$ cat src/rtl/core/dbrq_pkg.sv
// ----------------------------------------------------------------------------
// dbrq_pkg: shared types and constants of the region query block
// Field widths, derived datapath widths, register indexes and the control
// word that travels beside the lane pipeline.
// ----------------------------------------------------------------------------
`default_nettype none

package dbrq_pkg;

  // Block sizing
  localparam int MaxDims       = 4;
  localparam int MaxNeighbours = 65536;
  localparam int CoordBits     = 24;

  // Field widths
  localparam int CoordW   = 24;
  localparam int IdxW     = 30;
  localparam int LabelInW = 32;
  localparam int LabelW   = 31;
  localparam int CountW   = 17;
  localparam int EpsW     = 52;
  localparam int OffsW    = 30;
  localparam int DimsW    = 3;
  localparam int CfgIdxW  = 2;

  // Datapath widths: |diff| <= 2^CoordW, square <= 2^(2*CoordW)
  localparam int DiffW = CoordW + 1;
  localparam int SqW   = 2 * CoordW + 1;
  localparam int SumW  = SqW + 2;

  // Stream data widths, padded to whole bytes
  localparam int InDataRaw  = IdxW + 4 * CoordW + LabelInW;
  localparam int InDataW    = ((InDataRaw + 7) / 8) * 8;
  localparam int OutDataRaw = IdxW + 1 + CountW + LabelW;
  localparam int OutDataW   = ((OutDataRaw + 7) / 8) * 8;

  // Count saturates at the neighbour limit or the counter's top value
  localparam int CountLimitInt = (MaxNeighbours > 131071) ? 131071 : MaxNeighbours;
  localparam logic [CountW-1:0] CountLimit = CountW'(CountLimitInt);

  // Configuration register indexes
  typedef enum logic [CfgIdxW-1:0] {
    CfgEps    = 2'd0,
    CfgOffset = 2'd1,
    CfgDims   = 2'd2
  } cfg_reg_e;

  // Input item kind carried in tuser
  typedef enum logic {
    OpStart     = 1'b0,
    OpCandidate = 1'b1
  } op_e;

  // Per-item control word riding beside the lanes
  typedef struct packed {
    logic              cand;
    logic [IdxW-1:0]   idx;
    logic              label_neg;
    logic [LabelW-1:0] label_mag;
    logic [LabelW-1:0] init_label;
    logic              last;
  } dbrq_ctl_t;

  // One result transaction
  typedef struct packed {
    logic              last;
    logic [LabelW-1:0] label;
    logic [CountW-1:0] count;
    logic              in_eps;
    logic [IdxW-1:0]   idx;
  } dbrq_res_t;

  // Take the low CoordBits bits and sign-extend one bit past the field
  function automatic logic signed [DiffW-1:0] sext_coord(input logic [CoordW-1:0] v);
    sext_coord = {{(DiffW - CoordBits){v[CoordBits-1]}}, v[CoordBits-1:0]};
  endfunction

endpackage

`default_nettype wire

$ cat src/rtl/core/dbrq_lane.sv
// ----------------------------------------------------------------------------
// dbrq_lane: one coordinate dimension of the distance datapath
// Holds the query coordinate, forms |q - c| and then its square in two
// registered steps. Lanes outside the active dimension count give zero.
// ----------------------------------------------------------------------------
`default_nettype none

module dbrq_lane (
  input  wire logic                         clk_i,
  input  wire logic                         rst_ni,
  input  wire logic                         adv_i,
  input  wire logic                         load_i,
  input  wire logic                         use_i,
  input  wire logic [dbrq_pkg::CoordW-1:0]  coord_i,
  output      logic [dbrq_pkg::SqW-1:0]     sq_o
);

  logic [dbrq_pkg::CoordW-1:0]        qcoord_q;
  logic signed [dbrq_pkg::DiffW-1:0]  diff;
  logic [dbrq_pkg::DiffW-1:0]         absd_d, absd_q;
  logic [2*dbrq_pkg::DiffW-1:0]       prod;
  logic [dbrq_pkg::SqW-1:0]           sq_q;

  // Query coordinate, loaded by a start transaction
  always_ff @(posedge clk_i or negedge rst_ni) begin
    if (!rst_ni) begin
      qcoord_q <= '0;
    end else if (load_i) begin
      qcoord_q <= dbrq_pkg::CoordW'(dbrq_pkg::sext_coord(coord_i));
    end
  end

  // Absolute difference
  always_comb begin
    diff   = dbrq_pkg::sext_coord(qcoord_q) - dbrq_pkg::sext_coord(coord_i);
    absd_d = diff[dbrq_pkg::DiffW-1] ? dbrq_pkg::DiffW'(-diff) : dbrq_pkg::DiffW'(diff);
  end

  always_ff @(posedge clk_i) begin
    if (adv_i) begin
      absd_q <= absd_d;
    end
  end

  // Square, masked for unused dimensions
  assign prod = absd_q * absd_q;

  always_ff @(posedge clk_i) begin
    if (adv_i) begin
      sq_q <= use_i ? prod[dbrq_pkg::SqW-1:0] : '0;
    end
  end

  assign sq_o = sq_q;

endmodule

`default_nettype wire

$ cat config.mk
export PLATFORM = sky130hd
export DESIGN_NAME = dbrq_lane
export DESIGN_NICKNAME = d
export VERILOG_FILES = /design/src/rtl/core/dbrq_pkg.sv /design/src/rtl/core/dbrq_lane.sv
export SDC_FILE = /design/constraint.sdc
export NUM_CORES = 1
export LEC_CHECK = 0
export BUFFER_PORTS_ARGS = -buffer_cell sky130_fd_sc_hd__buf_2
export CAP_MARGIN = 20
export CORE_MARGIN = 4
export CORE_UTILIZATION = 55
export DETAILED_ROUTE_END_ITERATION = 6
export PLACE_DENSITY = 0.72
export SETUP_SLACK_MARGIN = 0.1
export SKIP_CTS_REPAIR_TIMING = 1
export SLEW_MARGIN = 20
export SYNTH_ARGS = -nofsm -noshare
export SYNTH_HDL_FRONTEND = slang
export SYNTH_SLANG_ARGS = --single-unit
$ cat constraint.sdc
create_clock -name clk_i -period 16.83 [get_ports clk_i]
set_clock_uncertainty 0.1 [all_clocks]
set_input_delay 0 -clock clk_i [delete_from_list [all_inputs] [get_ports clk_i]]
set_output_delay 0 -clock clk_i [all_outputs]
set_load 0.005 [all_outputs]
-- Word-level counts from Yosys, hierarchy flattened
Cells that the tools add are included.
- register bits: 98
- input port bits: 29
- word-level logic and storage cells: 8
- add/subtract/negate cells: 2
- $mul: 1
- multiplexer cells: 1
- operators by type and width (kind ; count):
    multiplier 25 x 25 -> 49 bit ; 1
    negation 25 bit ; 1
    subtractor 24 x 24 -> 25 bit ; 1
    two-way mux 24 bit ; 1

-- Depth between registers and ports, before layout
- word-level depth: 3
- depth in mapped cells: 29

-- Least setup slack after synthesis
Ideal clock, no wire load.
- path type: reg-to-reg
- start point: register absd_q[3] (netlist bit)
- end point: register sq_q (netlist bit sq_o[44]), data pin
- setup time: 0.266 ns
- arrival: 7.122 ns
- path slack: 9.342 ns
- stages on the path, launching flop included: 29
- path through: edfxtp_1 clkbuf_1 clkbuf_1 nand2_1 fa_1 inv_1 fa_1 inv_1 fa_1 inv_1 fa_1 inv_1 fa_1 inv_1 fa_1 inv_1 fa_1 inv_1 ha_1 clkbuf_1 a21o_1 a31oi_1 a21boi_0 o41a_1 a211o_1 a211oi_1 o21ai_0 xnor2_1 nor2_1
- longest elaborated chain between the ends: 1
- ends and longest elaborated chain (element ; line ; source):
    from (decl) ; dbrq_lane.sv:20 ; logic [dbrq_pkg::DiffW-1:0] absd_d, absd_q;
    from (signal assigned) ; dbrq_lane.sv:41 ; absd_q <= absd_d;
    multiplier 25 x 25 -> 49 bit ; dbrq_lane.sv:46 ; assign prod = absd_q * absd_q;
    to (signal assigned) ; dbrq_lane.sv:50 ; sq_q <= use_i ? prod[dbrq_pkg::SqW-1:0] : '0;
    to (decl) ; dbrq_lane.sv:22 ; logic [dbrq_pkg::SqW-1:0] sq_q;
No other way between the ends.
A chain may end at the register's enable or synchronous reset.

-- Worst setup path after layout
Ends and elaborated chain as after synthesis.

==> metrics.yaml <==
status: "complete, no violations"
hold_viol_final: 0
synthFlopType: "edfxtp_1"
die_area_um2: 45390
drive_gt1_frac: 0.06616
syn_nets: 3159
clock-root-buffer: "clkbuf_16"
crit_type: "reg -> reg"
track_usage: 0.2536
fill_cells: 3491
crit_arrival_ns: 8.45
start_util: 0.5613
seq_area_frac_synth: 0.1208
wl_um: 54050
diodes: 0
worst_pin_slew_ns: 1.065
grt_overflow: 0
cp-start-kind: "flip-flop"
synth_seq_cells: 97
slowest_delay_ns: 1.01
synth_top_area_frac: 0.4042
port_buffers: 76
finalCriticalPeriod_ns: 8.412
pre_cts_slack_ns: 8.504
synth_warnings: 0
grt_pass1_vias: 17820
synth_top_cells_by_area: "fa_1, ha_1, inv_1, edfxtp_1, nand2_1"
critPathCaptureType: "flip-flop"
htree_levels: 3
synth_cells: 2452
clock_sinks: 97
synth_most_common_cell: "inv_1"
setup_violations: 0
fin_util: 0.5966
die_h_um: 213.1
firstDrtPassIters: 5
grt_max_degree: 51
rsz0062_at_grt: "false"
antenna_left: 0
max_slew_margin: 0.2901
drcViolationCount: 0
min_period_over_period: 0.4998
dp_hpwl_um: 44820
synth_edf_count: 73
synthArstFlopShare: 0.2474
drv_slew: 0
clk_latency_ns: 0.40
layout-area-overhead-vs-synth_pct: 6.287
vias: 16370
syn_avg_cell_area_um2: 9.432
drt_iter0_markers: 921
die_x_um: 213.1
fmax_mhz: 118.9
nets: 3211
cts_buffers: 9
dp.cells: 2999
core_um2: 41200
synth.largest_area_cell: "fa_1"
tns_ns: 0
grt_pass1_wl_um: 91090
clockBufferDepth: 2
clk_pin_slew_ns: 0.08
required_ns: 16.87
rows: 74
post_synth_num_cell_types: 75
synthTopCellsByCount: "inv_1, fa_1, nand2_1"
maxCapViolCount: 0
final_cells: 3041
cts_tree: "built"
post_drt_wl_per_cell_um: 17.77
ios: 78
grt_antenna_before_repair: 0
fin_ws_ns: 8.418
reg2reg_slack_ns: 8.42
syn_area_um2: 23130
worstPathMaxFanout: 23
hold_class: "in -> reg"
cp_slowest_cell: "edfxtp_1"
routabilityCongestion: 0.9506
viasPerCell: 5.383
==> logic make-up (layout without fill, tap and decap cells) <==
kind of cell,Yosys count,in the layout,share of synthesized area
buf+inv,758,815,0.1243
compound gates,250,250,0.07363
xor+xnor,91,91,0.03446
mux,26,26,0.01261
other cells,1,1,0.0001621
fa+ha+maj,678,678,0.5184
simple gates,551,551,0.1157
flops,97,97,0.1208
==> critical path: cells and delay by family, from the launching register on <==
kind | cells | cell delay [ns]
adders and majority gates | 8 | 4.01
xor gates and xnor gates | 1 | 0.16
AOI/OAI and AO/OA | 7 | 2.12
buffers and inverters | 7 | 0.39
and+or+nand+nor | 2 | 0.36
DFF | 1 | 1.01
==> through the flow <==
stage | cell area, µm² | hold WS [ns]
6_report | 24580 | 0.01357
5_1_grt | 24580 | 0.07590
4_1_cts | 24320 | -0.5069
3_5_place_dp | 23990 | -0.06751
3_3_place_gp | 23990 | -0.09421
2_1_floorplan | 23130 | -0.3956
==> state kept, by name, indices dropped and copies added (netlist names) <==
name      cells
sq_o         48
qcoord_q     24
absd_q       25
==> metal layers <==
layer | up-vias | GRT usage | share of wire | wire [µm]
li1 | 7511 | - | - | -
met1 | 8224 | 0.3428 | 0.43 | 23040
met5 | - | 0 | 0 | 0
met2 | 540 | 0.4281 | 0.49 | 26330
met4 | 0 | 0.06664 | 0.021 | 1137
met3 | 95 | 0.04496 | 0.066 | 3543
==> cell type report <==
type | count | area [µm²] | area share
clock buffer | 9 | 225.2 | 0.009162
clock inverter | 7 | 107.6 | 0.004377
inverter | 678 | 2545 | 0.1035
multi-input combinational | 1597 | 17460 | 0.7103
sequential | 97 | 2793 | 0.1136
tap | 532 | 665.6 | 0.02708
timing repair buffer | 121 | 785.8 | 0.03197
==> cells in the final DEF (no fill, tap or decap), drive strengths merged, types with 11 or more instances in the layout <==
master and instances:
nor3 13, o21ai 43, nand3 14, inv 680, nor2 110, dfrtp 24, a31oi 14, mux2 25
and3 11, and2 119, fa 467, xnor2 58, nand4 13, buf 95, a21oi 74, nor2b 13
ha 211, xor2 33, edfxtp 73, dlygate4sd3 26, a21o 41, a211oi 13, nand2 217
==> path summary, 6_finish.rpt <==
| check | from | endpoint | cells past startpoint |
|---|---|---|---|
| min in group asynchronous | rst_ni | qcoord_q[12] | 2 |
| worst min register to register | qcoord_q[10] | qcoord_q[10] | 1 |
| worst max-delay path | absd_q[3] | sq_o[44] | 25 |
| worst max register to register | absd_q[3] | sq_o[44] | 25 |
| worst min-delay path | load_i | qcoord_q[0] | 2 |
| max in group asynchronous | rst_ni | qcoord_q[4] | 2 |
Power is not shown: default switching activity piles up to over one toggle a cycle in this logic, so the estimate is an artifact.
