--- src/rtl/core/dbrq_pkg.sv ---
// ----------------------------------------------------------------------------
// dbrq_pkg: shared types and constants of the region query block
// Field widths, derived datapath widths, register indexes and the control
// word that travels beside the lane pipeline.
// ----------------------------------------------------------------------------
`default_nettype none

package dbrq_pkg;

  // Block sizing
  localparam int MaxDims       = 4;
  localparam int MaxNeighbours = 65536;
  localparam int CoordBits     = 24;

  // Field widths
  localparam int CoordW   = 24;
  localparam int IdxW     = 30;
  localparam int LabelInW = 32;
  localparam int LabelW   = 31;
  localparam int CountW   = 17;
  localparam int EpsW     = 52;
  localparam int OffsW    = 30;
  localparam int DimsW    = 3;
  localparam int CfgIdxW  = 2;

  // Datapath widths: |diff| <= 2^CoordW, square <= 2^(2*CoordW)
  localparam int DiffW = CoordW + 1;
  localparam int SqW   = 2 * CoordW + 1;
  localparam int SumW  = SqW + 2;

  // Stream data widths, padded to whole bytes
  localparam int InDataRaw  = IdxW + 4 * CoordW + LabelInW;
  localparam int InDataW    = ((InDataRaw + 7) / 8) * 8;
  localparam int OutDataRaw = IdxW + 1 + CountW + LabelW;
  localparam int OutDataW   = ((OutDataRaw + 7) / 8) * 8;

  // Count saturates at the neighbour limit or the counter's top value
  localparam int CountLimitInt = (MaxNeighbours > 131071) ? 131071 : MaxNeighbours;
  localparam logic [CountW-1:0] CountLimit = CountW'(CountLimitInt);

  // Configuration register indexes
  typedef enum logic [CfgIdxW-1:0] {
    CfgEps    = 2'd0,
    CfgOffset = 2'd1,
    CfgDims   = 2'd2
  } cfg_reg_e;

  // Input item kind carried in tuser
  typedef enum logic {
    OpStart     = 1'b0,
    OpCandidate = 1'b1
  } op_e;

  // Per-item control word riding beside the lanes
  typedef struct packed {
    logic              cand;
    logic [IdxW-1:0]   idx;
    logic              label_neg;
    logic [LabelW-1:0] label_mag;
    logic [LabelW-1:0] init_label;
    logic              last;
  } dbrq_ctl_t;

  // One result transaction
  typedef struct packed {
    logic              last;
    logic [LabelW-1:0] label;
    logic [CountW-1:0] count;
    logic              in_eps;
    logic [IdxW-1:0]   idx;
  } dbrq_res_t;

  // Take the low CoordBits bits and sign-extend one bit past the field
  function automatic logic signed [DiffW-1:0] sext_coord(input logic [CoordW-1:0] v);
    sext_coord = {{(DiffW - CoordBits){v[CoordBits-1]}}, v[CoordBits-1:0]};
  endfunction

endpackage

`default_nettype wire

--- src/rtl/core/dbrq_merge.sv ---
// ----------------------------------------------------------------------------
// dbrq_merge: lane merge, threshold compare and running accumulators
// Sums the lane squares, compares with the squared radius, keeps the
// match count and the running label, and holds the result register.
// ----------------------------------------------------------------------------
`default_nettype none

module dbrq_merge (
  input  wire logic                                          clk_i,
  input  wire logic                                          rst_ni,
  input  wire logic                                          adv_i,
  input  wire logic                                          valid_i,
  input  wire dbrq_pkg::dbrq_ctl_t                           ctl_i,
  input  wire logic [dbrq_pkg::MaxDims-1:0][dbrq_pkg::SqW-1:0] sq_i,
  input  wire logic [dbrq_pkg::EpsW-1:0]                     eps_i,
  output      logic                                          out_valid_o,
  output      dbrq_pkg::dbrq_res_t                           res_o
);

  logic                           v3_q;
  dbrq_pkg::dbrq_ctl_t            ctl3_q;
  logic [dbrq_pkg::SumW-1:0]      sum_d, sum_q;
  logic                           step, hit;
  logic [dbrq_pkg::CountW-1:0]    count_d, count_q;
  logic [dbrq_pkg::LabelW-1:0]    label_d, label_q;
  logic                           out_valid_d, out_valid_q;
  dbrq_pkg::dbrq_res_t            res_d, res_q;

  // Sum of lane squares
  always_comb begin
    sum_d = '0;
    for (int d = 0; d < dbrq_pkg::MaxDims; d++) begin
      sum_d = sum_d + dbrq_pkg::SumW'(sq_i[d]);
    end
  end

  always_ff @(posedge clk_i or negedge rst_ni) begin
    if (!rst_ni) begin
      v3_q <= 1'b0;
    end else if (adv_i) begin
      v3_q <= valid_i;
    end
  end

  always_ff @(posedge clk_i) begin
    if (adv_i) begin
      sum_q  <= sum_d;
      ctl3_q <= ctl_i;
    end
  end

  // Compare and accumulator update
  assign step = adv_i && v3_q;
  assign hit  = ({{(dbrq_pkg::EpsW - dbrq_pkg::SumW){1'b0}}, sum_q} <= eps_i);

  always_comb begin
    count_d = count_q;
    label_d = label_q;
    if (!ctl3_q.cand) begin
      count_d = '0;
      label_d = ctl3_q.init_label;
    end else if (hit) begin
      if (count_q < dbrq_pkg::CountLimit) begin
        count_d = count_q + dbrq_pkg::CountW'(1);
      end
      if (ctl3_q.label_neg && (ctl3_q.label_mag < label_q)) begin
        label_d = ctl3_q.label_mag;
      end
    end
  end

  always_ff @(posedge clk_i or negedge rst_ni) begin
    if (!rst_ni) begin
      count_q <= '0;
      label_q <= '0;
    end else if (step) begin
      count_q <= count_d;
      label_q <= label_d;
    end
  end

  // Result register
  always_comb begin
    out_valid_d  = out_valid_q;
    if (adv_i) begin
      out_valid_d = v3_q && ctl3_q.cand;
    end
    res_d.idx    = ctl3_q.idx;
    res_d.in_eps = hit;
    res_d.count  = count_d;
    res_d.label  = label_d;
    res_d.last   = ctl3_q.last;
  end

  always_ff @(posedge clk_i or negedge rst_ni) begin
    if (!rst_ni) begin
      out_valid_q <= 1'b0;
    end else begin
      out_valid_q <= out_valid_d;
    end
  end

  always_ff @(posedge clk_i) begin
    if (step && ctl3_q.cand) begin
      res_q <= res_d;
    end
  end

  assign out_valid_o = out_valid_q;
  assign res_o       = res_q;

  // Checks
  a_count_limit: assert property (@(posedge clk_i) disable iff (!rst_ni)
    count_q <= dbrq_pkg::CountLimit)
    else $error("match count above limit");

  a_miss_keeps_count: assert property (@(posedge clk_i) disable iff (!rst_ni)
    (step && ctl3_q.cand && !hit) |=> (count_q == $past(count_q)))
    else $error("count changed on a miss");

  a_pos_label_keeps: assert property (@(posedge clk_i) disable iff (!rst_ni)
    (step && ctl3_q.cand && !ctl3_q.label_neg) |=> (label_q == $past(label_q)))
    else $error("label changed by a non-negative neighbour label");

  a_cand_gives_result: assert property (@(posedge clk_i) disable iff (!rst_ni)
    (step && ctl3_q.cand) |=> out_valid_q)
    else $error("candidate produced no result");

endmodule

`default_nettype wire

--- config.mk ---
export PLATFORM = sky130hd
export DESIGN_NAME = dbrq_merge
export DESIGN_NICKNAME = d
export VERILOG_FILES = /design/src/rtl/core/dbrq_pkg.sv /design/src/rtl/core/dbrq_merge.sv
export SDC_FILE = /design/constraint.sdc
export NUM_CORES = 1
export LEC_CHECK = 0
export BUFFER_PORTS_ARGS = -buffer_cell sky130_fd_sc_hd__buf_2
export CAP_MARGIN = 30
export CORE_ASPECT_RATIO = 0.5
export CORE_MARGIN = 2
export CORE_UTILIZATION = 30
export DETAILED_ROUTE_END_ITERATION = 7
export PLACE_DENSITY = 0.62
export REMOVE_ABC_BUFFERS = 1
export SYNTH_ARGS = -nofsm -noshare
export SYNTH_HDL_FRONTEND = slang
export SYNTH_SLANG_ARGS = --single-unit
--- constraint.sdc ---
create_clock -name clk_i -period 7.8 [get_ports clk_i]
set_input_delay 0.39 -clock clk_i [delete_from_list [all_inputs] [get_ports clk_i]]
set_output_delay 0.39 -clock clk_i [all_outputs]
set_load 0.005 [all_outputs]
## Word-level counts from Yosys, hierarchy flattened

Cells that the tools add are included.

| word-level totals | value |
|---|---|
| register bits | 276 |
| bits of input ports | 347 |

| cells by class | value |
|---|---|
| add/sub/neg operators | 4 |
| order comparisons | 3 |
| mux-type cells | 6 |
| reduce and logical (&&, ||, !) cells | 4 |

Operators with widths:

| cell | count |
|---|---|
| $mux W31 | 3 |
| $le A51 B52 Y1 | 1 |
| $add A50 B49 Y51 | 1 |
| $add A51 B49 Y51 | 1 |
| $mux W17 | 3 |
| $add A49 B49 Y50 | 1 |
| $lt A31 B31 Y1 | 1 |
| $add A17 B1 Y17 const B | 1 |
| $lt A17 B17 Y1 const B | 1 |
| $logic_and A1 B1 Y1 | 4 |

## Logic depth before layout (Yosys ltp)

| logic depth | value |
|---|---|
| word-level depth | 5 |
| depth in mapped cells | 16 |

## Least setup slack after synthesis

OpenSTA, ideal clock, no wires.

| timing | value |
|---|---|
| path kind | register to register |
| from | register ctl3_q[94] (netlist name) |
| to | register res_q (netlist bit res_o[0]), enable pin |
| setup time | 0.519 ns |
| arrival | 4.485 ns |
| required time | 7.281 ns |
| slack | 2.796 ns |
| stages on the path, launching flop included | 6 |
| buffers on the path | 3 |
| period minus slack after synthesis | 5.004 ns |
| cell sequence | edfxtp_1 -> clkbuf_1 -> inv_1 -> clkbuf_1 -> clkbuf_1 -> nor2_1 |

| on the way | value |
|---|---|
| longest elaborated chain between the ends | 1 |

RTL lines:

| item | RTL line | RTL |
|---|---|---|
| start, declared | dbrq_merge.sv:21 | `dbrq_pkg::dbrq_ctl_t ctl3_q;` |
| start signal, assigned | dbrq_merge.sv:48 | `ctl3_q <= ctl_i;` |
| $logic_and A1 B1 Y1 | dbrq_merge.sv:104 | `if (step && ctl3_q.cand) begin` |
| end signal, assigned | dbrq_merge.sv:105 | `res_q <= res_d;` |
| end, declared | dbrq_merge.sv:27 | `dbrq_pkg::dbrq_res_t res_d, res_q;` |

No other way between the ends.
A chain may end at the register's enable or synchronous reset.

## Final worst setup path

| timing | value |
|---|---|
| from | input sq_i[1] (netlist name) |
| to | register sum_q[47] (netlist name), data pin |

| on the way | value |
|---|---|
| longest elaborated chain between the ends | 3 |

RTL lines:

| item | RTL line | RTL |
|---|---|---|
| start, declared | dbrq_merge.sv:14 | `input wire logic [dbrq_pkg::MaxDims-1:0][dbrq_pkg::SqW-1:0] sq_i,` |
| $add A49 B49 Y50 | dbrq_merge.sv:33 | `sum_d = sum_d + dbrq_pkg::SumW'(sq_i[d]);` |
| $add A50 B49 Y51 | dbrq_merge.sv:33 |  |
| $add A51 B49 Y51 | dbrq_merge.sv:33 |  |
| via sum_d, one bit | dbrq_merge.sv:22 | `logic [dbrq_pkg::SumW-1:0] sum_d, sum_q;` |
| end signal, assigned | dbrq_merge.sv:47 | `sum_q <= sum_d;` |
| end, declared | dbrq_merge.sv:22 |  |

The timed path passes the listed nets, and every way through them passes these cells.

==> metrics.md <==
| Metric | Value |
|---|---|
| Pin count of the biggest net entering global routing | 82 |
| Distinct cells, synth | 64 |
| CP Launch Type | input port |
| Synth Flop Type | edfxtp_1 |
| Async S/R FF share, synth | 18.1% |
| HP Class | input port to flop |
| Gate Count Post-Synth | 1649 |
| Drt drc | 0 |
| Slew Viols, Final | 0 |
| Status | finished, final reports clean |
| Flops & latches, synth | 276 |
| Final Critical Period | 4660 ps |
| Clk_skew | 21.1 ps |
| Worst Path Arrival | 4950 ps |
| Cell Pwr Density | 247 mW/mm^2 |
| Chip width | 350 um |
| Setup slack, reg-to-reg | 3600 ps |
| Final Cycle Share | 59.8% |
| Worst-path clk slew | 60 ps |
| Sequential element share of the synthesized area | 44.7% |
| I/O pin total | 428 |
| TritonRoute pass-1 iters | 5 |
| Max VDD drop | 0.220 mV |
| Clock Root Buffer | clkbuf_16 |
| Crit-path cells | buf_2, fa_1, fa_1, ha_1, inv_1, fa_1, nor2b_1, o2111ai_1, a21boi_0, a211oi_1, nor3_1, o2111ai_1, a21oi_1, o21ai_0, o41ai_1, xor2_1 |
| Vias in the first global route | 14000 |
| Critical-path top delay cell | a21boi_0 |
| Gr ovfl total | 0 |
| Max Fclk | 214 MHz |
| Crit path max fanout | 4 |
| Slew HR | 38.4% |
| All-Layer GR Usage | 14.5% |
| Synthesis Warnings | 0 |
| Max-cap violation count | 0 |
| Crit path max-delay family | compound AO/OA/AOI/OAI gates |
| Placed cell count | 2837 |
| GR Util met1 | 16.1% |
| Initial antenna violation count | 10 |
| Syn avg cell area | 10.9 um^2 |
| Share of post-route cells with drive strength above 1 | 24.1% |
| Iteration-0 DRC count of the detailed router | 725 |
| Layout Nets | 2731 |
| FP Rows | 63 |
| GR Layer Usage met3 | 1.54% |
| CP Capture Type | flop |
| Most used cell, CP | fa_1 |
| RePlAce Congestion | 0.873 |
| Clk sinks | 276 |
| Final Hold Viols | 0 |
| Post-CTS Setup Bufs | 0 |
| Clock Tree Buf Depth | 3 |
| Setup_tns | 0 ps |
| Die height | 177 um |
| Vias | 13500 |
| First-pass GRT wire length | 71500 um |
| HPWL Detailed | 34700 um |
| CTS tree | done |
| Pleak | 0.0110 uW |
| PostCTS Resize Cnt | 0 |
| GRT met2 Usage | 28.5% |
| Antenna viol nets, final | 0 |
| Die outline area | 0.0620 mm^2 |
| Filler cells | 5829 |
| WL final | 45900 um |
| Final setup fails | 0 |
| Starting Density | 30.4% |
| Global routing's busiest layer | met2 |
| CP peak stage delay | 600 ps |
| I/O Buffers | 427 |
| Layout area overhead | 27.7% |
| Vias/cell | 4.50 |
| Worst-skew pair later-pin latency | 580 ps |
| CTS Buf Count | 31 |
| # H-tree levels | 1 |
| Buffers and inverters on the worst path | 2 |
| Core area | 0.0592 mm^2 |
| WS Path Type | input port to flop |
| Unrepaired setup endpoints after global routing | false |
| Data required, critical path | 8090 ps |
| Layout Cells excl Fill | 3001 |
| EDFF count, synth | 226 |
| Wire per inst | 15.3 um |
| Worst-margin pin slew | 924 ps |
| Mapped Area | 0.0180 mm^2 |
[cell families after synthesis]
| kind of cell | count (synthesis) | synth area share (%) |
|---|---|---|
| AO/OA/AOI/OAI | 343 | 13.2 |
| XOR/XNOR | 58 | 2.83 |
| adder cells (fa/ha/maj) | 230 | 20.1 |
| buffers and inverters | 430 | 9.18 |
| flip-flops | 276 | 44.7 |
| multiplexers | 39 | 2.18 |
| AND/OR/NAND/NOR | 273 | 7.85 |
[repair_timing]
action	in CTS	in global routing
hold buffers	96	0
setup endpoints to repair	0	0
hold endpoints to repair	130	0
[area by class of cell]
class / instances / area, um^2 / area share, %
multi-input combinational: 943 / 8300 / 36.1
sequential: 276 / 8040 / 35.0
timing repair buffer: 533 / 3200 / 14.0
inverter: 369 / 1390 / 6.03
tap: 812 / 1020 / 4.42
clock buffer: 40 / 810 / 3.52
clock inverter: 18 / 186 / 0.812
antenna: 10 / 25.0 / 0.109
[routing by layer]
layer  wire length [um]  part of all wire [%]  vias to the layer above
met5                  0                     0                        -
met4               1200                   2.6                        0
met3                982                   2.1                       68
met2              25900                    56                      174
met1              17800                    39                     6619
li1                   -                     -                     6644
[placed cells by master (no fill, tap or decap), drive strengths merged, types with 50 or more instances in the layout]
cell         netlist  layout
buf               13     437
inv              369     371
edfxtp           226     226
ha               132     132
fa                98      98
dlygate4sd3        0      96
a21oi             77      77
nand2             61      61
nor2              55      55
a21o              53      53
dfrtp             50      50
[sequential cells by signal, summed over array words and instances (netlist names)]
| signal | cells |
|---|---|
| ctl3_q | 95 |
| res_o | 80 |
| sum_q | 51 |
| label_q | 31 |
| count_q | 17 |
| out_valid_o | 1 |
| v3_q | 1 |
[where the power goes]
| group | switching (uW) | internal [uW] |
|---|---|---|
| clock | 600 | 836 |
| sequential | 135 | 1960 |
| combinational | 1170 | 962 |
| total | 1910 | 3760 |
[stage by stage]
step | total power [uW] | hold WS (ps) | util (%) | cell area, um^2 | setup slack, ps
floorplan | 3610 | 94.4 | - | 17700 | 1440
global placement | 4180 | 400 | 35.4 | 20900 | 2710
detailed placement | 4220 | 405 | 35.4 | 21000 | 2590
CTS | 5720 | 38.7 | 38.8 | 22900 | 3160
global route | 6090 | 44.6 | 38.8 | 23000 | 2730
finish | 5670 | 67.3 | 38.8 | 23000 | 3140
[cell usage after synthesis (all sizes together), types with 12 or more instances]
master,n,area (um^2)
a21boi,31,233
a21o,53,398
a21oi,77,397
a2bb2oi,31,272
buf,13,85.1
clkbuf,48,180
dfrtp,50,1250
edfxtp,226,6790
fa,98,1960
ha,132,1650
inv,369,1390
mux2i,38,380
nand2,61,229
nand3,20,100
nand4,34,213
nor2,55,206
nor2b,12,75.1
nor3,16,80.1
o21a,12,90.1
o21ai,41,205
o31ai,37,278
or2,32,200
xnor2,35,307
xor2,23,201
[worst paths after layout]
kind	to	cells after the start	startpoint
min	v3_q	2	valid_i
max in group asynchronous	count_q[5]	3	rst_ni
max	sum_q[47]	16	sq_i[1]
max reg2reg	res_o[74]	12	sum_q[19]
min in group asynchronous	label_q[16]	3	rst_ni
min reg2reg	res_o[19]	0	ctl3_q[83]
(Power assumes the default switching activity.)
