===== config.mk =====
export PLATFORM = sky130hd
export DESIGN_NAME = dbrq_cfg
export DESIGN_NICKNAME = d
export VERILOG_FILES = /design/src/rtl/core/dbrq_pkg.sv /design/src/rtl/core/dbrq_lane_dummy_unused.sv
export SDC_FILE = /design/constraint.sdc
export NUM_CORES = 1
export LEC_CHECK = 0
export ABC_AREA = 1
export CORE_ASPECT_RATIO = 1.2
export CORE_UTILIZATION = 45
export CTS_CLUSTER_SIZE = 40
export DETAILED_ROUTE_END_ITERATION = 10
export DONT_BUFFER_PORTS = 1
export PLACE_DENSITY = 0.57
export SLEW_MARGIN = 5
export SYNTH_ARGS = -nofsm -noshare
export SYNTH_HDL_FRONTEND = slang
export SYNTH_SLANG_ARGS = --single-unit

===== constraint.sdc =====
create_clock -name clk_i -period 1.8 [get_ports clk_i]
set_input_delay 0.36 -clock clk_i [delete_from_list [all_inputs] [get_ports clk_i]]
set_output_delay 0.36 -clock clk_i [all_outputs]
set_load 0.01 [all_outputs]

===== src/rtl/core/dbrq_pkg.sv =====
// ----------------------------------------------------------------------------
// dbrq_pkg: shared types and constants of the region query block
// Field widths, derived datapath widths, register indexes and the control
// word that travels beside the lane pipeline.
// ----------------------------------------------------------------------------
`default_nettype none

package dbrq_pkg;

  // Block sizing
  localparam int MaxDims       = 4;
  localparam int MaxNeighbours = 65536;
  localparam int CoordBits     = 24;

  // Field widths
  localparam int CoordW   = 24;
  localparam int IdxW     = 30;
  localparam int LabelInW = 32;
  localparam int LabelW   = 31;
  localparam int CountW   = 17;
  localparam int EpsW     = 52;
  localparam int OffsW    = 30;
  localparam int DimsW    = 3;
  localparam int CfgIdxW  = 2;

  // Datapath widths: |diff| <= 2^CoordW, square <= 2^(2*CoordW)
  localparam int DiffW = CoordW + 1;
  localparam int SqW   = 2 * CoordW + 1;
  localparam int SumW  = SqW + 2;

  // Stream data widths, padded to whole bytes
  localparam int InDataRaw  = IdxW + 4 * CoordW + LabelInW;
  localparam int InDataW    = ((InDataRaw + 7) / 8) * 8;
  localparam int OutDataRaw = IdxW + 1 + CountW + LabelW;
  localparam int OutDataW   = ((OutDataRaw + 7) / 8) * 8;

  // Count saturates at the neighbour limit or the counter's top value
  localparam int CountLimitInt = (MaxNeighbours > 131071) ? 131071 : MaxNeighbours;
  localparam logic [CountW-1:0] CountLimit = CountW'(CountLimitInt);

  // Configuration register indexes
  typedef enum logic [CfgIdxW-1:0] {
    CfgEps    = 2'd0,
    CfgOffset = 2'd1,
    CfgDims   = 2'd2
  } cfg_reg_e;

  // Input item kind carried in tuser
  typedef enum logic {
    OpStart     = 1'b0,
    OpCandidate = 1'b1
  } op_e;

  // Per-item control word riding beside the lanes
  typedef struct packed {
    logic              cand;
    logic [IdxW-1:0]   idx;
    logic              label_neg;
    logic [LabelW-1:0] label_mag;
    logic [LabelW-1:0] init_label;
    logic              last;
  } dbrq_ctl_t;

  // One result transaction
  typedef struct packed {
    logic              last;
    logic [LabelW-1:0] label;
    logic [CountW-1:0] count;
    logic              in_eps;
    logic [IdxW-1:0]   idx;
  } dbrq_res_t;

  // Take the low CoordBits bits and sign-extend one bit past the field
  function automatic logic signed [DiffW-1:0] sext_coord(input logic [CoordW-1:0] v);
    sext_coord = {{(DiffW - CoordBits){v[CoordBits-1]}}, v[CoordBits-1:0]};
  endfunction

endpackage

`default_nettype wire


===== src/rtl/core/dbrq_lane_dummy_unused.sv =====
// ----------------------------------------------------------------------------
// dbrq_cfg: configuration register file
// Holds the squared radius, label offset and active dimension count.
// ----------------------------------------------------------------------------
`default_nettype none

module dbrq_cfg (
  input  wire logic                           clk_i,
  input  wire logic                           rst_ni,
  input  wire logic                           we_i,
  input  wire logic [dbrq_pkg::CfgIdxW-1:0]   index_i,
  input  wire logic [dbrq_pkg::EpsW-1:0]      data_i,
  output      logic [dbrq_pkg::EpsW-1:0]      eps_o,
  output      logic [dbrq_pkg::OffsW-1:0]     offset_o,
  output      logic [dbrq_pkg::DimsW-1:0]     dims_o
);

  logic [dbrq_pkg::EpsW-1:0]  eps_q;
  logic [dbrq_pkg::OffsW-1:0] offset_q;
  logic [dbrq_pkg::DimsW-1:0] dims_q;

  always_ff @(posedge clk_i or negedge rst_ni) begin
    if (!rst_ni) begin
      eps_q    <= '0;
      offset_q <= '0;
      dims_q   <= dbrq_pkg::DimsW'(3);
    end else if (we_i) begin
      case (dbrq_pkg::cfg_reg_e'(index_i))
        dbrq_pkg::CfgEps:    eps_q    <= data_i;
        dbrq_pkg::CfgOffset: offset_q <= data_i[dbrq_pkg::OffsW-1:0];
        dbrq_pkg::CfgDims:   dims_q   <= data_i[dbrq_pkg::DimsW-1:0];
        default: begin
        end
      endcase
    end
  end

  assign eps_o    = eps_q;
  assign offset_o = offset_q;
  assign dims_o   = dims_q;

endmodule

`default_nettype wire


Word-level counts from Yosys, hierarchy flattened
Cells that the tools add are included.

Bits in registers: 85. Logic and storage cells: 9.

Reduce and logical (&&, ||, !) cells: 4. Eq/ne operators: 2.

Operators by type and width (count): 2-bit AND reduction (3); 2-bit by 1-bit equality test with 1-bit output (second input constant) (1); 2-bit equality test (second input constant) (1); 2-bit zero test (1).

Depth between registers and ports, before layout
Gate-level depths: netlist (run 1).

Depth in word-level cells: 2. Gate-level depth with buffers: 6. Gate-level depth less buffers: 4.

Worst setup path before layout (run 1)
No wires, ideal clock.

Path type: input port to flip-flop. Start point: input port index_i[0] (netlist bit). End point: register eps_q (netlist bit eps_o[0]). Stages on the path: 6. Path slack: 690 ps. Data arrival time: 993 ps. Path through: buf_2 -> nor2_4 -> nand2_2 -> buf_2 -> nand2_1 -> nand2_1.

Longest elaborated chain between the ends: 2.

Ends and longest elaborated chain: start, declared (line dbrq_lane_dummy_unused.sv:11) `input wire logic [dbrq_pkg::CfgIdxW-1:0] index_i,`; 2-bit zero test (line dbrq_lane_dummy_unused.sv:28) `case (dbrq_pkg::cfg_reg_e'(index_i))`; 2-bit AND reduction (no source line); end signal, assigned (line dbrq_lane_dummy_unused.sv:29) `dbrq_pkg::CfgEps: eps_q <= data_i;`; end, declared (line dbrq_lane_dummy_unused.sv:18) `logic [dbrq_pkg::EpsW-1:0] eps_q;`.

No other way between the ends. A chain may end at the register's enable or synchronous reset.

Worst setup path in the final report (run 1)
Start point: register dims_q (netlist bit dims_o[0]). End point: output port dims_o[0] (netlist bit).

RTL lines: start, declared (line dbrq_lane_dummy_unused.sv:20) `logic [dbrq_pkg::DimsW-1:0] dims_q;`; start signal, assigned (line dbrq_lane_dummy_unused.sv:26) `dims_q <= dbrq_pkg::DimsW'(3);`; start signal, assigned (line dbrq_lane_dummy_unused.sv:31) `dbrq_pkg::CfgDims: dims_q <= data_i[dbrq_pkg::DimsW-1:0];`; end, declared (line dbrq_lane_dummy_unused.sv:15) `output logic [dbrq_pkg::DimsW-1:0] dims_o`.

No word-level cell between the ends.

==> results, run 1 <==
- The number of gates resized after cts is 0.
- Based on the critical path, the design can be clocked at up to 0.787 GHz.
- The clock latency at the later pin of the worst-skew pair is about 0.34 ns.
- The placed instance count is between 400 and 500.
- The startpoint type of the worst setup path is a register.
- The number of nets still failing antenna checks after routing is 0.
- The category of the critical setup timing path is reg -> out.
- The arrival time reported for the critical path endpoint is slightly above 0.9 ns.
- The checks that failed: negative hold slack.
- The number of hold violations in the final report is 85.
- 142 I/O pins were placed.
- The reported leakage power is 1.90 nW.
- After clock tree synthesis, the clock-pin slew on the worst setup and hold paths is 0.08 ns.
- The wire-length estimate of the detail-placed layout is 4970 um.
- The worst-case vdd ir drop is 542 uV.
- The number of setup violations in the final report is 0.
- The commonest cells after synthesis are nand2_1 (170), dfrtp_1 (83), nand3_1 (54).
- The number of antenna violations at the first check in global routing is 0.
- The sequential fraction of the synthesis area is 0.625.
- The portion of total power attributed to the clock network is 0.285.
- For the worst setup path, the data required time is 1.44 ns.
- The internal power of the cells totals ~2.9 mW.
- Counting flops with an async set or reset pin after synthesis yields a share of 1.00.
- The minimum period implied by the final worst setup slack is roughly 1.3 ns.
- The number of buffers created by CTS is 9.
- The count of synthesis-stage warnings from yosys is 0.
- The min-delay analysis places its worst path in the category in -> async.
- The dominant cell type by area after synthesis is dfrtp_1.
- The tree is rooted in a clkbuf_8.
- The share of cells above drive strength 1 is 0.0603.
- The total via count in the routed design is about 2500.
- The longest clock path from root to sink contains 2 buffers.
- The max-slew violation count came to 0.
- The total power density per cell area is ~1100 nW/um^2.
- The final worst setup slack is 0.530 ns.
- The average instance in the mapped netlist occupies 9.06 um^2.
- Global routing finished with a remaining overflow of 0.
- In the routed design, unresolved DRC markers number 0.
- For this configuration, the core starts out at a cell density of 0.468.
- The via count of the first global-routing pass is 2478.
- In the global route stage, overall resource usage came out at 0.219.
- The worst hold slack is -0.306 ns.
- In this run the power spent charging and discharging nets is 1.19 mW.
- Dividing the detail-routed wire length by the instance count gives roughly 18 um.
- The count of nets after finishing is between 400 and 500.
- The count of buffers added on input and output ports is 0.
- The floorplan has 34 rows.
- After synthesis, the cell types taking the most area are dfrtp_1 (61%), nand2_1 (19%), nand3_1 (7.9%), nand4_1 (6.1%), buf_2 (2.9%).
- The synthesized flop and latch total is 85.
- The congestion estimate from routability-driven global placement came to 0.727.
- After synthesis, the netlist uses 11 different library cells.
- The number of instances in the synthesized netlist is 376.
- The die covers between 7000 and 8000 um^2.
- The library cell with the highest instance count after synthesis is nand2_1.
- The switching power share of the total is 0.289.
- The transition at the pin with the smallest max-transition slack is a little under 0.4 ns.
- The post-route clock skew is 0 ns.
- The synthesized netlist net count is 433.
- The ratio of final minimum period to clock period is 0.706.
- The share of total power dissipated in combinational logic is 0.082.
- The H-tree was split into 3 levels.
- The area added between synthesis and finish is 5.58%.
- Setup repair after global routing left no endpoint under its margin.
- Once the clock tree was built, the setup fixing pass inserted 0 buffers.
- 0 antenna diodes ended up in the layout.
- Before CTS, the worst setup slack after placement is 0.538 ns.
- Adding up every negative setup slack in the final design gives 0 ns.
- For this run, the leading register cell type out of synthesis is dfrtp_1.
- The first-pass GRT wire length is roughly 13000 um.
- The floorplan step set the die height to just under 100 um.
- Using the TritonRoute via totals, the vias-per-cell ratio works out to 5.52.
- The max capacitance violation total is 0.
- The final non-filler cell total is 455.
- The run finished, with violations left.
- The placeable core area is 7270 um^2.
- Entering global routing, the biggest net connects just under 90 pins.
- The relative slew slack is 0.737.
- The number of enable flip-flop cells after synthesis is 0.
- The kind of capture point of the worst setup path is an output port.
- The iteration-0 DRC count of the detailed router is 136.
- In this run the cell area of the synthesized design comes to around 3400 um^2.
- The share of total power dissipated in sequential elements is 0.633.
- The area share of the largest cell type after synthesis is 0.610.
- The final layout contains routed wiring with a total length of 8070 um.
- In this run the worst path has a maximum fanout of 2.
- The width of the chip is ~80 um.
- The count of clock tree sinks is 85.
- TritonCTS built the clock tree.
- The first detailed-routing pass took 4 iterations.
## worst paths after layout
| check | slack, ns | to | cells past startpoint | startpoint |
|---|---|---|---|---|
| max | 0.53 | dims_o[0] | 0 | dims_o[0] |
| min | -0.31 | eps_o[35] | 0 | rst_ni |
| max reg2reg | 1.06 | dims_o[0] | 2 | dims_o[0] |
| min reg2reg | 0.49 | dims_o[1] | 2 | dims_o[1] |
| max in group asynchronous | 1.86 | dims_o[1] | 0 | rst_ni |
| min in group clk_i | 0.12 | dims_o[1] | 2 | index_i[1] |
## final cells by class
class | count | area (um^2)
clock buffer | 12 | 155
inverter | 2 | 7.51
multi-input combinational | 259 | 1130
fill | 702 | 3680
clock inverter | 2 | 10.0
sequential | 85 | 2130
tap | 90 | 113
timing repair buffer | 5 | 50.0
## sequential cells by signal, summed over array words and instances, names as in the netlist
| name | count |
|---|---|
| offset_o | 30 |
| dims_o | 3 |
| eps_o | 52 |
## cells by family after synthesis
logic type | count (synthesis) | share of synthesized area
buffers and inverters | 32 | 0.0426
and+or+nand+nor | 259 | 0.332
DFF | 85 | 0.625
## cells in the final DEF, fill, tap and decap left out
| cell | count |
|---|---|
| buf_4 | 4 |
| nand3_1 | 54 |
| dfrtp_1 | 83 |
| clkinv_2 | 2 |
| nand4_1 | 33 |
| clkbuf_8 | 11 |
| nand2_1 | 170 |
| nand2_2 | 1 |
| nor2_4 | 1 |
| inv_1 | 2 |
| clkbuf_1 | 1 |
| dfstp_2 | 2 |
| buf_12 | 1 |
## metrics by stage
step	area, um^2	power [mW]	hold slack (ns)	utilization
floorplan	3410	2.88	0.0644	-
global placement	3430	2.96	0.0660	0.472
detailed placement	3430	2.98	0.0660	0.472
CTS	3600	4.16	-0.323	0.494
global route	3600	4.34	-0.332	0.494
finish	3600	4.10	-0.306	0.494
## power by group through the flow
| stage | Combinational (mW) | Clock [mW] | Sequential, mW |
|---|---|---|---|
| finish | 0.336 | 1.17 | 2.59 |
| floorplan | 0.324 | 0 | 2.56 |
| detailed placement | 0.345 | 0 | 2.63 |
| global route | 0.400 | 1.30 | 2.64 |
| CTS | 0.343 | 1.22 | 2.60 |
| global placement | 0.327 | 0 | 2.63 |
## metal layers
metal  track usage  vias up  share of wire
li1              -     1196              -
met1         0.269     1180           0.39
met2         0.340      122           0.48
met3        0.0751       13           0.11
met4         0.103        0          0.020
met5             0        -              0
No activity file was read; power rests on OpenSTA's default activity.
==> run 2: changes to the inputs <==
==> constraint.sdc (replaced) <==
create_clock -name clk_i -period 1.2 [get_ports clk_i]
set_input_delay 0.24 -clock clk_i [delete_from_list [all_inputs] [get_ports clk_i]]
set_output_delay 0.24 -clock clk_i [all_outputs]
set_load 0.01 [all_outputs]
==> results, run 2 (same netlist as run 1, synthesis figures left out) <==
- The floorplan step defined a die boundary enclosing 7920 um^2.
- The die extent in y is 97.3 um.
- Final hold analysis gives a worst-case slack of -0.428 ns.
- The routability congestion estimate from global placement is 0.744.
- The first detailed-routing pass took 4 iterations.
- In the global route stage, met2 resource usage came out at 0.340.
- Max-cap violations in this run came to 0.
- The area added between synthesis and finish is 6.68%.
- In the routed layout, each cell is associated on average with a via count of about 5.5.
- The count of nets after finishing is 422.
- The number of gates resized after cts is 0.
- The area of placed instances is 3440 um^2.
- The ratio of final minimum period to clock period is 0.953.
- The I/O pin total is roughly 140.
- The post-route clock skew is 0 ns.
- The most common library cell in the layout ignoring fill and taps is nand2_1.
- The clock transition at the registers of the reported paths is 0.09 ns.
- In this run the post-CTS setup repair buffer count came out at 0.
- The flow ran to the end, but the final reports show violations.
- Setup repair after global routing left no endpoint under its margin.
- The number of hold violations in the final report is 85.
- After layout, the minimum clock period comes to 1.14 ns.
- The cell at the root of the clock tree is clkbuf_8.
- The count of input and output buffers is 0.
- The transition at the pin with the smallest max-transition slack is 0.371 ns.
- The total power density per cell area is 1750 nW/um^2.
- The multi-input combinational cells in the finished layout cover a total of approximately 1100 um^2.
- The post-route core utilization is 0.500.
- The arrival time reported for the critical path endpoint is 0.90 ns.
- The checks that failed: negative hold slack.
- The wire-length estimate of the detail-placed layout is 5080 um.
- The category of the critical setup timing path is reg -> out.
- The tree built by TritonCTS fans out to 85 sinks.
- In the global route stage, met1 resource usage came out at 0.274.
- The register with the most flip-flops in the layout has 52 of them.
- Setup violations remaining at the end of the flow were counted as 0.
- No sink is reached through more buffers than the 2 on the longest clock path.
- Across the VDD grid, the largest voltage drop is 893 uV.
- For the worst-skew pair, the clock arrives at the later sink with an insertion delay of 0.34 ns.
- Measured against its own limit, the worst slew margin works out to 0.753.
- Entering global routing, the biggest net connects between 80 and 90 pins.
- The site row count is 34.
- The library cells used most frequently in the layout, excluding fill and tap cells, are nand2_1 (170), dfrtp_1 (83), nand3_1 (54).
- The total overflow left after global routing is 0.
- From left edge to right edge, the die measures 81.4 um.
- The clock tree synthesis step divided the H-tree into 3 levels.
- After routing, the total negative slack on setup checks comes to 0 ns.
- The first-pass GRT wire length is 13100 um.
- The initial cell density of the core is 0.468.
- The wire length per cell is around 17 um.
- Across all layers, the routed design uses 2515 vias.
- The required time of the critical path is 0.96 ns.
- The max-slew violation count was 0.
- In this run, the number of DRC markers left after iteration 0 of detailed routing was 176.
- Across every metal layer, demand over resource in global routing totals 0.221.
- The number of placed instances, taps included, is 444.
- The via count of the first global-routing pass is 2497.
- The final non-filler cell total is 460.
- The total power of the final layout is 6.36 mW.
- The count of nets left with antenna violations once routing finished came out at 0.
- STA classifies the critical path startpoint as a register.
- For this design the static power due to leakage is ~1.9 nW.
- The number of antenna violations at the first check in global routing is 0.
- TritonCTS built the clock tree.
- In the global route stage, met3 resource usage came out at 0.0751.
- Summing all non-filler instances in the final layout gives an area of 3630 um^2.
- In the routed design, unresolved DRC markers number 0.
- The kind of capture point of the worst setup path is an output port.
- The area taken by flip-flops and latches is 2130 um^2.
- The tightest min-delay check is of the in -> async type.
- The sum of routed wire length over all layers is between 8000 and 9000 um.
- The final-layout fill cell count is 731.
- The layer with the highest usage after global routing is met2.
- The placeable core area is between 7000 and 8000 um^2.
- The number of buffers created by CTS is 9.
- Along the worst path, the maximum fanout reaches 2.
- For this run, the top clock speed supported by timing is 0.874 GHz.
- 0 antenna diodes ended up in the layout.
- In the final layout, the share of cells above drive strength 1 is 0.0703.
## run 2: cell types whose count changed in the layout (fill, tap and decap cells not counted)
cell,previous run,this run
clkbuf_1,1,2
clkinvlp_4,0,1
buf_12,1,0
buf_4,4,8
clkbuf_8,11,10
bufinv_16,0,1
## run 2: final cells by class
type,count,share of cell area
Sequential cell,85,0.586
Multi-Input combinational cell,259,0.312
Clock buffer,12,0.0399
Tap cell,90,0.0310
Timing Repair Buffer,8,0.0165
Clock inverter,4,0.0131
Inverter,2,0.00207
## run 2: per-stage QoR
stage,hold WS (ns),worst slack (ns)
global placement,-0.0539,0.265
finish,-0.428,0.0561
CTS,-0.445,0.0369
detailed placement,-0.0540,0.240
global route,-0.452,0.0215
floorplan,-0.0556,0.210
## run 2: final timing paths
path | slack [ns] | cells past startpoint | start | to
min in group clk_i | 0.02 | 2 | index_i[1] | dims_o[1]
max reg2reg | 0.45 | 2 | dims_o[1] | dims_o[1]
max in group asynchronous | 1.40 | 0 | rst_ni | dims_o[0]
max | 0.06 | 0 | dims_o[1] | dims_o[1]
min | -0.43 | 0 | rst_ni | eps_o[37]
min reg2reg | 0.50 | 2 | dims_o[0] | dims_o[0]
## run 2: layer usage
metal	wire, um	up-vias
met4	180	0
met3	786	14
met1	3150	1187
met2	3920	109
li1	-	1205
met5	0	-
## run 2: where the power goes
group	internal (mW)	switching, mW	total (mW)
clock network	1.01	0.948	1.96
registers	3.33	0.562	3.89
logic	0.209	0.297	0.506
total	4.55	1.81	6.36
==> run 3: changes to the inputs <==
==> constraint.sdc (replaced) <==
create_clock -name clk_i -period 1.07 [get_ports clk_i]
set_input_delay 0.214 -clock clk_i [delete_from_list [all_inputs] [get_ports clk_i]]
set_output_delay 0.214 -clock clk_i [all_outputs]
set_load 0.01 [all_outputs]
==> results, run 3 (same netlist as run 1, synthesis figures left out) <==
- In this run the tightest slew margin relative to its limit is 0.744.
- The post-placement worst setup slack is 0.138 ns.
- The worst setup path is captured at an output port.
- The critical path depth in cells is 0.
- The number of hold violations in the final report came to 85.
- The startpoint identified for the worst register-to-register timing path is dims_o[0].
- In the final design database the tool counted 476 nets.
- The number of buffers created by CTS is 9.
- The cell at the root of the clock tree is clkbuf_8.
- The flip-flop count of the largest register, all copies and words added is between 50 and 60.
- The width of the chip is 81.4 um.
- The minimum period implied by the final worst setup slack is 1.12 ns.
- Max-cap violations in this run came to 0.
- The checks that failed: negative hold slack, negative setup slack.
- Buffers added to address setup during post-CTS repair amount to 0.
- In this run the static leakage power is 2.16 nW.
- The total power of the final layout is 7.54 mW.
- The wire length per cell is 17.6 um.
- The routability congestion estimate from global placement is 0.742.
- The worst hold slack is -0.447 ns.
- STA classifies the critical path startpoint as a register.
- The via count of the first global-routing pass is between 2000 and 3000.
- The CTS tree is done.
- The die extent in y is 97.3 um.
- The clock drives 85 sinks.
- The worst-case IR drop observed on VDD is 1190 uV.
- The count of input and output buffers is 0.
- The maximum net fanout on the critical path is 2.
- The overall routing resource usage is 0.236.
- The H-tree generated during clock tree synthesis spans 3 levels.
- For the pin with the worst max-slew slack, the measured transition is 0.382 ns.
- Using the TritonRoute via totals, the vias-per-cell ratio works out to 5.44.
- The maximum clock insertion buffer count is 2.
- Summed over all layers, the global routing overflow is 0.
- The site row count is 34.
- The path class of the tightest hold or removal check is in -> async.
- After layout, the worst setup slack is -0.0489 ns.
- The maximum number of pins on one net before global-route repair is between 80 and 90.
- The worst register-to-register path ends at dims_o[0].
- At the worst endpoint, the arrival time is 0.90 ns.
- The floorplan step defined a core boundary enclosing 7270 um^2.
- The number of nets still failing antenna checks after routing is 0.
- In the layout the commonest cells are nand2_1 (170), dfrtp_1 (83), nand3_1 (54), dlygate4sd3_1 (54), nand4_1 (33).
- Clock-pin slew was measured on the worst setup and hold paths at approximately 0.08 ns.
- The total via count in the routed design is 2797.
- The number of antenna violations at the first check in global routing is 0.
- The worst setup path is of the reg -> out kind.
- 0 antenna diodes ended up in the layout.
- The first-pass GRT wire length is 14000 um.
- The first routing iteration left 171 violations.
- The sum of routed wire length over all layers is approximately 9000 um.
- The required time of the critical path is 0.86 ns.
- Dividing the final minimum period by the clock period gives 1.05.
- The max-slew violation count is 0.
- Relative to the synthesized area, the layout overhead comes to 23.7%.
- Setup violations remaining at the end of the flow were counted as 2.
- The share of cells above drive strength 1 is 0.0590.
- Leaving out fill and tap cells, the most frequent cell in the layout is nand2_1.
- The post-route core utilization is 0.579.
- The detailed placer's ending HPWL is 4900 um.
- The clock latency at the later pin of the worst-skew pair is roughly 0.34 ns.
- On the final layout, the worst clock skew is 0 ns.
- Derived from the worst setup path, the maximum achievable clock frequency is 0.894 GHz.
- The initial cell density of the core is 0.468.
- Setup repair after global routing could not meet its margin everywhere.
- The die covers between 7000 and 8000 um^2.
- The final design area excluding fillers is 4220 um^2.
- The number of cell instances on the worst register-to-register path is 2.
- The I/O pin total is 142.
- The setup slack of the worst register-to-register path is about 0.32 ns.
- The run finished, with violations left.
- For this run, the detailed router's first-pass iteration total came to 4.
- Dividing total power by cell area gives a power density of around 1800 nW/um^2.
- For this run, design rule violations remaining after detail routing come to 0.
- The area of placed instances is around 3500 um^2.
==> run 3: area by class of cell <==
type                            count  area, um^2
Fill cell                         634        3060
Sequential cell                    85        2130
Multi-Input combinational cell    259        1130
Timing Repair Buffer               62         626
Clock buffer                       12         135
Tap cell                           90         113
Clock inverter                      4        72.6
Inverter                            2        7.51
==> run 3: repair_timing <==
action / CTS / global route
pin swaps: 0 / 0
hold buffers: 52 / 2
hold endpoints to repair: 141 / 89
resized for setup: 0 / 0
setup endpoints to repair: 2 / 2
==> run 3: worst max path at each step <==
stage | start | to
6_report | dims_o[1] | dims_o[1]
5_1_grt | dims_o[0] | dims_o[0]
4_1_cts | dims_o[0] | dims_o[0]
3_5_place_dp | index_i[1] | eps_o[1]
3_3_place_gp | index_i[1] | eps_o[37]
2_1_floorplan | index_i[0] | eps_o[0]
==> run 3: through the flow <==
step                      setup TNS [ns]  std cells
after floorplan                        0        376
after global placement                 0        444
after detailed placement               0        444
after CTS                         -0.131        512
after global routing              -0.158        514
final                            -0.0971        514
==> run 3: power by group <==
group	total, mW	internal (mW)	switching [mW]
registers	4.37	3.73	0.634
clock network	2.40	1.32	1.09
logic	0.769	0.374	0.394
==> run 3: layer usage <==
| layer | routed length (um) | part of all wire | GRT usage | vias to the layer above |
|---|---|---|---|---|
| met2 | 4410 | 0.49 | 0.376 | 120 |
| met1 | 3610 | 0.40 | 0.293 | 1342 |
| met4 | 172 | 0.019 | 0.103 | 0 |
| met3 | 858 | 0.095 | 0.0685 | 16 |
| met5 | 0 | 0 | 0 | - |
| li1 | - | - | - | 1319 |
